$ cat src/sequence_reorder_buffer_gap_fill_assert.svh
// ----------------------------------------------------------------------------
// Assertion macros for the sequence reorder buffer
// Concurrent assertion wrappers; they compile to nothing when ASSERT_OFF is set.
// ----------------------------------------------------------------------------
`ifndef SEQUENCE_REORDER_BUFFER_GAP_FILL_ASSERT_SVH
`define SEQUENCE_REORDER_BUFFER_GAP_FILL_ASSERT_SVH
`ifndef ASSERT_OFF
`define SRBGF_ASSERT(lbl, clk, rstn, prop, msg) \
  lbl: assert property (@(posedge clk) disable iff (!rstn) prop) else $error(msg);
`define SRBGF_ASSERT_NEVER(lbl, clk, rstn, cond, msg) \
  lbl: assert property (@(posedge clk) disable iff (!rstn) !(cond)) else $error(msg);
`else
`define SRBGF_ASSERT(lbl, clk, rstn, prop, msg)
`define SRBGF_ASSERT_NEVER(lbl, clk, rstn, cond, msg)
`endif
`endif

$ cat src/srbgf_pkg.sv
// ----------------------------------------------------------------------------
// srbgf_pkg
// Shared types and constants of the sequence reorder buffer.
// ----------------------------------------------------------------------------
package srbgf_pkg;

  localparam int IdW  = 32;
  localparam int TagW = 16;
  localparam int ThrW = 6;

  // Result status codes.
  localparam logic [1:0] StInOrder = 2'd0;
  localparam logic [1:0] StFiller  = 2'd1;
  localparam logic [1:0] StLate    = 2'd2;
  localparam logic [1:0] StBeyond  = 2'd3;

  localparam logic [ThrW-1:0] GapThreshReset = 6'd50;

  // Register index as seen on paddr[2].
  localparam logic RegGapThresh = 1'b0;

  // Request kinds.
  localparam logic ReqFrame = 1'b0;
  localparam logic ReqTick  = 1'b1;

  typedef struct packed {
    logic            is_tick;
    logic [IdW-1:0]  seq_id;
    logic [TagW-1:0] tag;
  } cmd_t;

  typedef struct packed {
    logic [IdW-1:0]  id;
    logic [TagW-1:0] tag;
    logic [1:0]      status;
  } res_t;

endpackage

$ cat src/srbgf_front.sv
// ----------------------------------------------------------------------------
// srbgf_front
// Input side: takes items, classifies them and holds them in a two-entry queue.
// ----------------------------------------------------------------------------
module srbgf_front (
  input  logic                      clk_i,
  input  logic                      rst_ni,
  input  logic                      in_valid_i,
  output logic                      in_ready_o,
  input  logic                      req_type_i,
  input  logic [srbgf_pkg::IdW-1:0]  frame_id_i,
  input  logic [srbgf_pkg::TagW-1:0] payload_tag_i,
  output logic                      cmd_valid_o,
  output srbgf_pkg::cmd_t           cmd_o,
  input  logic                      cmd_pop_i
);

  srbgf_pkg::cmd_t ent_q [2];
  srbgf_pkg::cmd_t new_cmd;
  logic            wr_ptr_q, wr_ptr_d;
  logic            rd_ptr_q, rd_ptr_d;
  logic [1:0]      cnt_q, cnt_d;
  logic            push, pop;

  assign in_ready_o  = (cnt_q != 2'd2);
  assign cmd_valid_o = (cnt_q != 2'd0);
  assign cmd_o       = ent_q[rd_ptr_q];
  assign push        = in_valid_i && in_ready_o;
  assign pop         = cmd_pop_i && cmd_valid_o;

  always_comb begin
    new_cmd.is_tick = (req_type_i == srbgf_pkg::ReqTick);
    new_cmd.seq_id  = frame_id_i;
    new_cmd.tag     = payload_tag_i;
    wr_ptr_d = push ? ~wr_ptr_q : wr_ptr_q;
    rd_ptr_d = pop ? ~rd_ptr_q : rd_ptr_q;
    cnt_d    = cnt_q + {1'b0, push} - {1'b0, pop};
  end

  always_ff @(posedge clk_i) begin
    if (push) begin
      ent_q[wr_ptr_q] <= new_cmd;
    end
  end

  always_ff @(posedge clk_i or negedge rst_ni) begin
    if (!rst_ni) begin
      wr_ptr_q <= 1'b0;
      rd_ptr_q <= 1'b0;
      cnt_q    <= 2'd0;
    end else begin
      wr_ptr_q <= wr_ptr_d;
      rd_ptr_q <= rd_ptr_d;
      cnt_q    <= cnt_d;
    end
  end

endmodule

$ cat src/srbgf_engine.sv
// ----------------------------------------------------------------------------
// srbgf_engine
// Back side: window store, in-order drain, gap fill and result staging.
// ----------------------------------------------------------------------------
`include "sequence_reorder_buffer_gap_fill_assert.svh"

module srbgf_engine #(
  parameter int WINDOW = 64
) (
  input  logic                       clk_i,
  input  logic                       rst_ni,
  input  logic [srbgf_pkg::ThrW-1:0] gap_thresh_i,
  input  logic                       cmd_valid_i,
  input  srbgf_pkg::cmd_t            cmd_i,
  output logic                       cmd_pop_o,
  output logic                       out_valid_o,
  input  logic                       out_ready_i,
  output srbgf_pkg::res_t            out_o,
  output logic                       out_last_o
);

  localparam int IW = (WINDOW > 1) ? $clog2(WINDOW) : 1;
  localparam int CW = $clog2(WINDOW + 1);
  localparam logic [IW:0]                 WinExt   = (IW + 1)'(WINDOW);
  localparam logic [srbgf_pkg::IdW-1:0]   Win32    = srbgf_pkg::IdW'(WINDOW);
  localparam logic [IW-1:0]               LastSlot = IW'(WINDOW - 1);

  localparam logic [2:0] S_IDLE  = 3'd0;
  localparam logic [2:0] S_DRAIN = 3'd1;
  localparam logic [2:0] S_GAP   = 3'd2;
  localparam logic [2:0] S_FILL  = 3'd3;
  localparam logic [2:0] S_DONE  = 3'd4;

  logic [2:0]                   state_q, state_d;
  logic [srbgf_pkg::IdW-1:0]    ne_q, ne_d;
  logic [IW-1:0]                ne_slot_q, ne_slot_d;
  logic [srbgf_pkg::IdW-1:0]    hh_q, hh_d;
  logic [CW-1:0]                held_q, held_d;
  logic [WINDOW-1:0]            slot_valid_q, slot_valid_d;

  logic [srbgf_pkg::TagW-1:0]   tag_mem_q [WINDOW];
  logic [srbgf_pkg::TagW-1:0]   rdata_q;
  logic                         mem_we, mem_re;
  logic [IW-1:0]                mem_waddr, mem_raddr;
  logic [srbgf_pkg::TagW-1:0]   mem_wdata;

  logic                         rdv_q, rdv_d;
  logic [srbgf_pkg::IdW-1:0]    rd_id_q, rd_id_d;

  logic                         pend_valid_q, pend_valid_d;
  srbgf_pkg::res_t              pend_q, pend_d;
  logic                         out_valid_q, out_valid_d;
  srbgf_pkg::res_t              out_q, out_d;
  logic                         out_last_q, out_last_d;

  logic                         out_free, can_push, push, finish;
  srbgf_pkg::res_t              push_res;
  logic [srbgf_pkg::IdW-1:0]    id_ahead, gap;
  logic                         in_win;
  logic [IW:0]                  slot_sum;
  logic [IW-1:0]                ins_slot, ne_slot_inc;

  assign out_free = !out_valid_q || out_ready_i;
  assign can_push = !pend_valid_q || out_free;
  assign id_ahead = cmd_i.seq_id - ne_q;
  assign in_win   = (id_ahead < Win32);
  assign gap      = hh_q - ne_q;

  // The slot of an in-window id follows from the expected slot plus the distance,
  // so no modulo by the window size is needed.
  assign slot_sum    = {1'b0, ne_slot_q} + {1'b0, id_ahead[IW-1:0]};
  assign ins_slot    = (slot_sum >= WinExt) ? IW'(slot_sum - WinExt) : slot_sum[IW-1:0];
  assign ne_slot_inc = (ne_slot_q == LastSlot) ? '0 : ne_slot_q + IW'(1);

  always_comb begin
    state_d      = state_q;
    ne_d         = ne_q;
    ne_slot_d    = ne_slot_q;
    hh_d         = hh_q;
    held_d       = held_q;
    slot_valid_d = slot_valid_q;
    rdv_d        = rdv_q;
    rd_id_d      = rd_id_q;
    mem_we       = 1'b0;
    mem_waddr    = ins_slot;
    mem_wdata    = cmd_i.tag;
    mem_re       = 1'b0;
    mem_raddr    = ne_slot_q;
    push         = 1'b0;
    push_res     = '0;
    finish       = 1'b0;
    cmd_pop_o    = 1'b0;

    unique case (state_q)
      S_IDLE: begin
        if (cmd_valid_i) begin
          cmd_pop_o = 1'b1;
          if (cmd_i.is_tick) begin
            state_d = S_GAP;
          end else begin
            state_d = S_DRAIN;
            if (!in_win) begin
              push            = 1'b1;
              push_res.id     = cmd_i.seq_id;
              push_res.tag    = cmd_i.tag;
              push_res.status = (cmd_i.seq_id < ne_q) ? srbgf_pkg::StLate
                                                      : srbgf_pkg::StBeyond;
            end else begin
              // A duplicate only overwrites the stored tag.
              mem_we                 = 1'b1;
              slot_valid_d[ins_slot] = 1'b1;
              if (!slot_valid_q[ins_slot]) begin
                held_d = held_q + CW'(1);
                if (held_q == '0 || id_ahead > gap) begin
                  hh_d = cmd_i.seq_id;
                end
              end
            end
          end
        end
      end
      S_DRAIN: begin
        // One tag read is in flight at a time; its result is staged as the next read issues.
        if (!rdv_q || can_push) begin
          if (rdv_q) begin
            push            = 1'b1;
            push_res.id     = rd_id_q;
            push_res.tag    = rdata_q;
            push_res.status = srbgf_pkg::StInOrder;
          end
          if (slot_valid_q[ne_slot_q]) begin
            mem_re                  = 1'b1;
            rdv_d                   = 1'b1;
            rd_id_d                 = ne_q;
            slot_valid_d[ne_slot_q] = 1'b0;
            held_d                  = held_q - CW'(1);
            ne_d                    = ne_q + 32'd1;
            ne_slot_d               = ne_slot_inc;
          end else begin
            rdv_d   = 1'b0;
            state_d = S_GAP;
          end
        end
      end
      S_GAP: begin
        if (held_q != '0 && gap > {{(srbgf_pkg::IdW - srbgf_pkg::ThrW){1'b0}}, gap_thresh_i}) begin
          state_d = S_FILL;
        end else begin
          state_d = S_DONE;
        end
      end
      S_FILL: begin
        if (ne_q != hh_q && !slot_valid_q[ne_slot_q]) begin
          if (can_push) begin
            push            = 1'b1;
            push_res.id     = ne_q;
            push_res.tag    = '0;
            push_res.status = srbgf_pkg::StFiller;
            ne_d            = ne_q + 32'd1;
            ne_slot_d       = ne_slot_inc;
          end
        end else begin
          state_d = S_DONE;
        end
      end
      S_DONE: begin
        if (!pend_valid_q) begin
          state_d = S_IDLE;
        end else if (out_free) begin
          finish  = 1'b1;
          state_d = S_IDLE;
        end
      end
      default: begin
        state_d = S_IDLE;
      end
    endcase

    // A result waits in the pending stage until it is known whether it is the last one.
    pend_valid_d = pend_valid_q;
    pend_d       = pend_q;
    out_valid_d  = out_valid_q && !out_ready_i;
    out_d        = out_q;
    out_last_d   = out_last_q;
    if (push) begin
      if (pend_valid_q) begin
        out_valid_d = 1'b1;
        out_d       = pend_q;
        out_last_d  = 1'b0;
      end
      pend_valid_d = 1'b1;
      pend_d       = push_res;
    end
    if (finish) begin
      out_valid_d  = 1'b1;
      out_d        = pend_q;
      out_last_d   = 1'b1;
      pend_valid_d = 1'b0;
    end
  end

  always_ff @(posedge clk_i) begin
    if (mem_we) begin
      tag_mem_q[mem_waddr] <= mem_wdata;
    end
    if (mem_re) begin
      rdata_q <= tag_mem_q[mem_raddr];
    end
  end

  always_ff @(posedge clk_i) begin
    rd_id_q    <= rd_id_d;
    pend_q     <= pend_d;
    out_q      <= out_d;
    out_last_q <= out_last_d;
  end

  always_ff @(posedge clk_i or negedge rst_ni) begin
    if (!rst_ni) begin
      state_q      <= S_IDLE;
      ne_q         <= '0;
      ne_slot_q    <= '0;
      hh_q         <= '0;
      held_q       <= '0;
      slot_valid_q <= '0;
      rdv_q        <= 1'b0;
      pend_valid_q <= 1'b0;
      out_valid_q  <= 1'b0;
    end else begin
      state_q      <= state_d;
      ne_q         <= ne_d;
      ne_slot_q    <= ne_slot_d;
      hh_q         <= hh_d;
      held_q       <= held_d;
      slot_valid_q <= slot_valid_d;
      rdv_q        <= rdv_d;
      pend_valid_q <= pend_valid_d;
      out_valid_q  <= out_valid_d;
    end
  end

  assign out_valid_o = out_valid_q;
  assign out_o       = out_q;
  assign out_last_o  = out_last_q;

  `SRBGF_ASSERT(a_held_matches_valid, clk_i, rst_ni, ($countones(slot_valid_q) == int'(held_q)), "held count disagrees with valid bits")
  `SRBGF_ASSERT_NEVER(a_idle_no_pending, clk_i, rst_ni, (state_q == S_IDLE && pend_valid_q), "pending result left behind at idle")
  `SRBGF_ASSERT(a_expected_steps_by_one, clk_i, rst_ni, ((ne_q == $past(ne_q)) || (ne_q == $past(ne_q) + 32'd1)), "expected id jumped")
  `SRBGF_ASSERT_NEVER(a_no_read_outside_drain, clk_i, rst_ni, (rdv_q && state_q != S_DRAIN), "tag read outstanding outside drain")

endmodule

$ cat src/sequence_reorder_buffer_gap_fill.sv
// ----------------------------------------------------------------------------
// sequence_reorder_buffer_gap_fill
// Reorders tagged frames by sequence number and fills long gaps.
// ----------------------------------------------------------------------------
// Usage:
//   Input channel (in_valid_i/in_ready_o) carries one item: a frame arrival
//   (req_type_i = 0) with frame_id_i and payload_tag_i, or a tick (req_type_i = 1).
//   Output channel (out_valid_o/out_ready_i) carries the results of each item
//   in order, last_o marking the final result of an item; an item may cause none.
//   gap_threshold sits at APB address 0 and may be changed only while idle.
// Timing:
//   A two-entry queue takes items while the engine works. The drain and fill
//   sequencer handles one result per cycle out of the tag memory while the
//   output is not stalled, and it finishes one item before it takes the next.
//   A result passes the pending stage and then the output register; an
//   in-order result is first read out of the tag memory.
// Reset and stalls: reset clears the expected id, the held count and all slot
//   valid bits at once. A stalled receiver holds the output register, then the
//   sequencer, and the queue fills and drops in_ready_o.
// ----------------------------------------------------------------------------
module sequence_reorder_buffer_gap_fill #(
  parameter int WINDOW = 64
) (
  input  logic                       clk_i,
  input  logic                       rst_ni,
  input  logic                       psel,
  input  logic                       penable,
  input  logic                       pwrite,
  input  logic [2:0]                 paddr,
  input  logic [31:0]                pwdata,
  output logic [31:0]                prdata,
  output logic                       pready,
  input  logic                       in_valid_i,
  output logic                       in_ready_o,
  input  logic                       req_type_i,
  input  logic [srbgf_pkg::IdW-1:0]  frame_id_i,
  input  logic [srbgf_pkg::TagW-1:0] payload_tag_i,
  output logic                       out_valid_o,
  input  logic                       out_ready_i,
  output logic [srbgf_pkg::IdW-1:0]  out_id_o,
  output logic [srbgf_pkg::TagW-1:0] out_tag_o,
  output logic [1:0]                 status_o,
  output logic                       last_o
);

  logic [srbgf_pkg::ThrW-1:0] thr_q, thr_d;
  logic                       cfg_we;
  logic                       cmd_valid, cmd_pop;
  srbgf_pkg::cmd_t            cmd;
  srbgf_pkg::res_t            res;

  assign pready = 1'b1;
  assign cfg_we = psel && penable && pwrite && (paddr[2] == srbgf_pkg::RegGapThresh);
  assign thr_d  = cfg_we ? pwdata[srbgf_pkg::ThrW-1:0] : thr_q;
  assign prdata = (paddr[2] == srbgf_pkg::RegGapThresh)
                ? {{(32 - srbgf_pkg::ThrW){1'b0}}, thr_q} : 32'd0;

  always_ff @(posedge clk_i or negedge rst_ni) begin
    if (!rst_ni) begin
      thr_q <= srbgf_pkg::GapThreshReset;
    end else begin
      thr_q <= thr_d;
    end
  end

  srbgf_front u_front (
    .clk_i         (clk_i),
    .rst_ni        (rst_ni),
    .in_valid_i    (in_valid_i),
    .in_ready_o    (in_ready_o),
    .req_type_i    (req_type_i),
    .frame_id_i    (frame_id_i),
    .payload_tag_i (payload_tag_i),
    .cmd_valid_o   (cmd_valid),
    .cmd_o         (cmd),
    .cmd_pop_i     (cmd_pop)
  );

  srbgf_engine #(
    .WINDOW (WINDOW)
  ) u_engine (
    .clk_i        (clk_i),
    .rst_ni       (rst_ni),
    .gap_thresh_i (thr_q),
    .cmd_valid_i  (cmd_valid),
    .cmd_i        (cmd),
    .cmd_pop_o    (cmd_pop),
    .out_valid_o  (out_valid_o),
    .out_ready_i  (out_ready_i),
    .out_o        (res),
    .out_last_o   (last_o)
  );

  assign out_id_o  = res.id;
  assign out_tag_o = res.tag;
  assign status_o  = res.status;

endmodule

$ cat config.mk
export PLATFORM = sky130hd
export DESIGN_NAME = sequence_reorder_buffer_gap_fill
export DESIGN_NICKNAME = d
export VERILOG_FILES = /design/src/srbgf_pkg.sv /design/src/srbgf_front.sv /design/src/srbgf_engine.sv /design/src/sequence_reorder_buffer_gap_fill.sv
export VERILOG_INCLUDE_DIRS = /design/src /design/src/src
export SDC_FILE = /design/constraint.sdc
export NUM_CORES = 2
export LEC_CHECK = 0
export ABC_CLOCK_PERIOD_IN_PS = 8700
export BUFFER_PORTS_ARGS = -buffer_cell sky130_fd_sc_hd__buf_4
export CAP_MARGIN = 40
export CELL_PAD_IN_SITES_DETAIL_PLACEMENT = 1
export CELL_PAD_IN_SITES_GLOBAL_PLACEMENT = 1
export CORE_ASPECT_RATIO = 1.4
export CORE_MARGIN = 3
export CORE_UTILIZATION = 40
export CTS_CLUSTER_DIAMETER = 40
export CTS_CLUSTER_SIZE = 28
export DETAILED_ROUTE_END_ITERATION = 8
export GPL_ROUTABILITY_DRIVEN = 0
export PLACE_DENSITY_LB_ADDON = 0.1
export SYNTH_ARGS = -nofsm -noshare
export SYNTH_HDL_FRONTEND = slang
export SYNTH_HIERARCHICAL = 1
export SYNTH_SLANG_ARGS = --single-unit
$ cat constraint.sdc
create_clock -name clk_i -period 8.7 [get_ports clk_i]
set_clock_uncertainty 0.2 [all_clocks]
set_input_delay 0.87 -clock clk_i [delete_from_list [all_inputs] [get_ports clk_i]]
set_output_delay 0.87 -clock clk_i [all_outputs]
set_load 0.005 [all_outputs]
Yosys cells after proc, flatten, opt, wreduce, memory -nomap -nowiden
Memories as Yosys holds them, arrays and structs flattened. A register that Yosys moved wholly into a read port is not among the register bits.
Index checks and enable logic that the tools add are counted.
Widths: inputs -> output; s select.

storage, ports and cells
  memories kept = 2
  word-level logic and storage cells = 188
  latch bits = 0
  memory bits (writable) = 1122
  output and inout port bits = 86
  bits of input ports = 91
  flip-flop bits (word level) = 290
  ROM bits = 0

cells by class
  shift-type cells = 0
  equal/unequal tests = 18
  divide/modulo/power cells = 0
  magnitude comparators = 9
  bitwise gates (word level) = 8
  add/subtract/negate cells = 10
  multiplexer cells = 84
  reductions and logical operators = 36
  $mul = 0

memories
  name                words  bits a word  rd ports  clocked after Yosys merged registers in  write ports  line                source
  u_engine.tag_mem_q  64     16           1         1                                        1            srbgf_engine.sv:41  logic [srbgf_pkg::TagW-1:0] tag_mem_q [WINDOW];
  u_front.ent_q       2      49           1         0                                        1            srbgf_front.sv:18   srbgf_pkg::cmd_t ent_q [2];

operator list
  kind                   number
  $mux 50                10
  $mux 64                5
  $pmux 50 s3            1
  $mux 32                4
  $pmux 64 s2            1
  $and 64x64->64         1
  $not 64->64            1
  $or 64x64->64          1
  $pmux 32 s2            1
  $sub 32x32->32         2
  $mux 6                 7
  $mux 7                 6
  $mux 1                 33
  $add 32x1->32 const B  1
  $gt 32x32->1           1
  $gt 32x6->1            1
  $lt 32x32->1           1
  $lt 32x7->1 const B    1
  $ne 32x32->1           1
  $mux 3                 7
  $pmux 3 s5             1
  $lt 6x7->1 const B     2
  $pmux 7 s2             1
  $bmux 1 s6             2
  33 further kinds       73

Logic depth before layout (Yosys ltp)
An unclocked memory read counts as a cell.

  depth in word-level cells = 14
  depth in mapped cells = 25
  gate-level depth less buffers = 22

Modules after synthesis
Netlist, hierarchy kept.

modules (own cells, without submodules)
  module                            area an instance (um^2)  cells each  instances  seq. area each (um^2)
  srbgf_engine                      55415.6                  3787        1          38892.3
  srbgf_front                       3756.1                   175         1          3042.9
  sequence_reorder_buffer_gap_fill  508.0                    48          1          153.9

Least setup slack after synthesis
Ideal clock, no wire load.

  path type = register to register
  from = reg u_front.rd_ptr_q
  to = reg u_engine.out_q (netlist bit u_engine/out_o[0]) (enable)
  period minus slack after synthesis = 6.440 ns
  arrival = 5.766 ns
  required time = 8.026 ns
  library setup time = 0.474 ns
  stages on the path, launching flop included = 17
  path buffers = 3
  path slack = 2.260 ns
  path through = dfrtp_1 clkbuf_1 buf_2 mux2_2 inv_1 ha_1 fa_1 nor2b_1 o2111ai_1 a21oi_1 o2111ai_1 a21bo_2 a211oi_1 or4_4 o21ai_4 clkbuf_1 a21oi_1

RTL lines
  element                 line                 source
  from (decl)             srbgf_front.sv:21    logic rd_ptr_q, rd_ptr_d;
  from (signal assigned)  srbgf_front.sv:53    rd_ptr_q <= rd_ptr_d;
  to (signal assigned)    srbgf_engine.sv:214  out_q <= out_d;
  to (decl)               srbgf_engine.sv:53   srbgf_pkg::res_t out_q, out_d;

==> flow_summary.toml <==
[floorplan]
die_width_um = 332
initial_core_util = 0.403
dieHeight_um = 463
die_area_sq_um = 154000
io_pins = 177
row_count = 167
coreArea_sq_um = 148000

[global_route]
grt.total_usage = 0.256
first_global_vias = 40000
grt_pass1_wl_um = 286000
grt_max_degree = 88
grt-ovfl-total = 0
antenna_found_initial = 1

[yosys]
synth_ff_type = "edfxtp_1"
ys_seq_area_frac = 0.705
syn_area_per_cell_sq_um = 14.9
synth_cell_type_count = 93
netlist_area_sq_um = 59700
ys.warnings.count = 6
syn-instance-count = 4010
synth_edf_count = 1270
async_flop_share = 0.110
yosys_register_bits = 1428
yosysTopAreaCellShare = 0.639
ys_top_cells_by_area = "edfxtp_1 (64%), dfrtp_1 (6.5%), a22oi_1 (5.1%)"
yosysTopAreaCell = "edfxtp_1"

[sta]
hold_viol_final = 0
whs_ns = 0.0627
drv_slew = 0
max-slew-margin-rel = 0.357
fin_crit_ns = 6.86
setup_viol = 0
rsz0062_at_grt = "no"
tightest_slew_ns = 0.965
max_freq_mhz = 146
tns_ns = 0
timing.final.crit_share = 0.788

[final_layout]
nNetsFinal = 4442
final_area_sq_um = 69100
fill_cells = 14500
drive_gt1_frac = 0.182
final_common_cell = "edfxtp_1"
utilization = 0.466
syn2layout_area_growth_pct = 15.8
layout_common_cells = "edfxtp_1 (1,270), a22oi_1 (403), buf_4 (279)"

[power]
ir_drop_mv = 0.808
swShare = 0.420
pwr-share-seq = 0.343
cellInternalPower_mw = 15.6
p_switching_mw = 11.3
p_leak_nw = 23.1
p_total_mw = 26.9
power.share.clock = 0.243
comb_power_share = 0.414
powerDensity_nw_per_um2 = 389

[setup_path]
worstPathArrival_ns = 7.32
crit_type = "reg -> reg"
path_max_fanout = 32
worstSetupStartpointType = "register"
critical_path.endpoint_type = "register"
crit_required_ns = 9.16

[drt]
post_drt_wl_per_cell_um = 31.6
drt_wl_total_um = 199000
drt_first_pass_iters = 6
drt-initial-drc-count = 2945
antenna_left = 0
drc_errors = 0
vias = 37900
viasPerCell = 6.01

[outcome]
status = "completed"

[clock_network]
clk_pin_slew_ns = 0.07
cts_setup_buffers = 0
ctsHoldBuffers = 16
cts_num_sinks = 1428
h-tree-depth = 4
root_buffer = "clkbuf_16"
clockBufferDepth = 3
post_cts_resize_count = 0
cts_made_buffers = 148
tritoncts = "yes"
worstSkewPairLatency_ns = 0.80

[place]
portBuffers = 121
place_area_sq_um = 63900
post-dp-hpwl_um = 126000

[flow_run]
maxCapViolCount = 0

[hold_path]
hold_class = "in -> reg"
cells in the mapped netlist, drive strengths merged, types with 36 or more instances:
cell type,count
edfxtp,1270
a22oi,403
o21ai,203
clkbuf,185
dfrtp,154
nand2,137
a21oi,132
ha,114
inv,114
nor3,97
mux2,95
a31oi,91
a22o,90
a221oi,82
buf,82
nor2,82
xnor2,64
nand4,54
nand3,51
o31ai,44
a21o,36
a41oi,36
sequential cells by signal, summed over array words and instances, names as in the netlist, 2 cells and up:
name	cells
u_engine/rd_id_q	32
u_engine/rdata_q	16
u_engine/out_o	50
u_front/cnt_q	2
u_engine/held_q	7
u_engine/state_q	3
u_engine/hh_q	32
u_engine/tag_mem_q	1024
u_engine/mem_raddr	6
u_front/ent_q	98
u_engine/ne_q	32
u_engine/slot_valid_q	64
u_engine/pend_q	50
thr_q	6
path summary, 6_finish.rpt:
kind	from	slack [ns]	depth (start not counted)	to
min in group asynchronous	rst_ni	0.34	2	u_engine/ne_q[2]$_DFFE_PN0P_
max in group asynchronous	rst_ni	7.03	4	u_engine/slot_valid_q[18]$_DFFE_PN0P_
setup / recovery	u_front/rd_ptr_q$_DFFE_PN0P_	1.84	20	u_engine/hh_q[26]$_DFFE_PN0P_
hold / removal	frame_id_i[15]	0.06	1	u_front/ent_q[1][31]$_DFFE_PP_
hold reg to reg	u_engine/pend_q[31]$_DFFE_PP_	0.21	0	u_engine/out_o[31]$_DFFE_PP_
setup reg to reg	u_front/rd_ptr_q$_DFFE_PN0P_	1.84	20	u_engine/hh_q[26]$_DFFE_PN0P_
cell type report:
cell class / instances / area [sq um] / area share
Antenna cell: 3 / 7.51 / 0.000109
Clock buffer: 167 / 3870 / 0.0560
Clock inverter: 106 / 1170 / 0.0170
Inverter: 116 / 435 / 0.00630
Multi-Input combinational cell: 2224 / 16500 / 0.239
Sequential cell: 1428 / 42100 / 0.609
Tap cell: 1943 / 2430 / 0.0352
Timing Repair Buffer: 315 / 2590 / 0.0374
per-layer routing:
layer	GRT usage	wire length [um]
met1	0.293	75900
met2	0.471	106000
met3	0.0308	7250
met4	0.123	10100
met5	0	0
metrics by stage:
stage | instances | setup slack, ns
2_1_floorplan | 4035 | 2.26
3_3_place_gp | 5995 | 1.67
3_5_place_dp | 6010 | 1.85
4_1_cts | 6299 | 1.83
5_1_grt | 6300 | 1.49
6_report | 6302 | 1.84
power groups by stage:
stage	Clock (mW)	Sequential [mW]	Combinational [mW]
after floorplan	0	9.20	6.02
after global placement	0	9.33	10.9
after detailed placement	0	9.35	11.1
after CTS	6.68	9.21	11.2
after global routing	6.95	9.26	11.8
final	6.53	9.20	11.1
logic make-up after synthesis:
group / share of synthesized area
adder cells (fa/ha/maj): 0.0252
AND/OR/NAND/NOR: 0.0548
AO/OA/AOI/OAI: 0.146
buffers and inverters: 0.0264
XOR/XNOR: 0.0130
multiplexers: 0.0287
other: 0.000126
flip-flops: 0.705
worst max-delay path: stages, from the launching register on:
cell	delay (ns)
dfrtp_2	0.38
buf_4	0.31
mux2_2	0.48
ha_1	0.42
and2_0	0.38
nand4_1	0.19
a31oi_1	0.56
o21ai_0	0.29
a211oi_1	0.62
ha_1	0.37
a21oi_1	0.18
nor2b_1	0.06
o21ai_0	0.14
a21oi_1	0.08
nor3_1	0.13
nor2_1	0.09
nor3_1	0.58
a22oi_1	0.28
o2111a_2	0.30
buf_4	0.26
mux2_2	0.35
No activity file was read; power rests on OpenSTA's default activity.
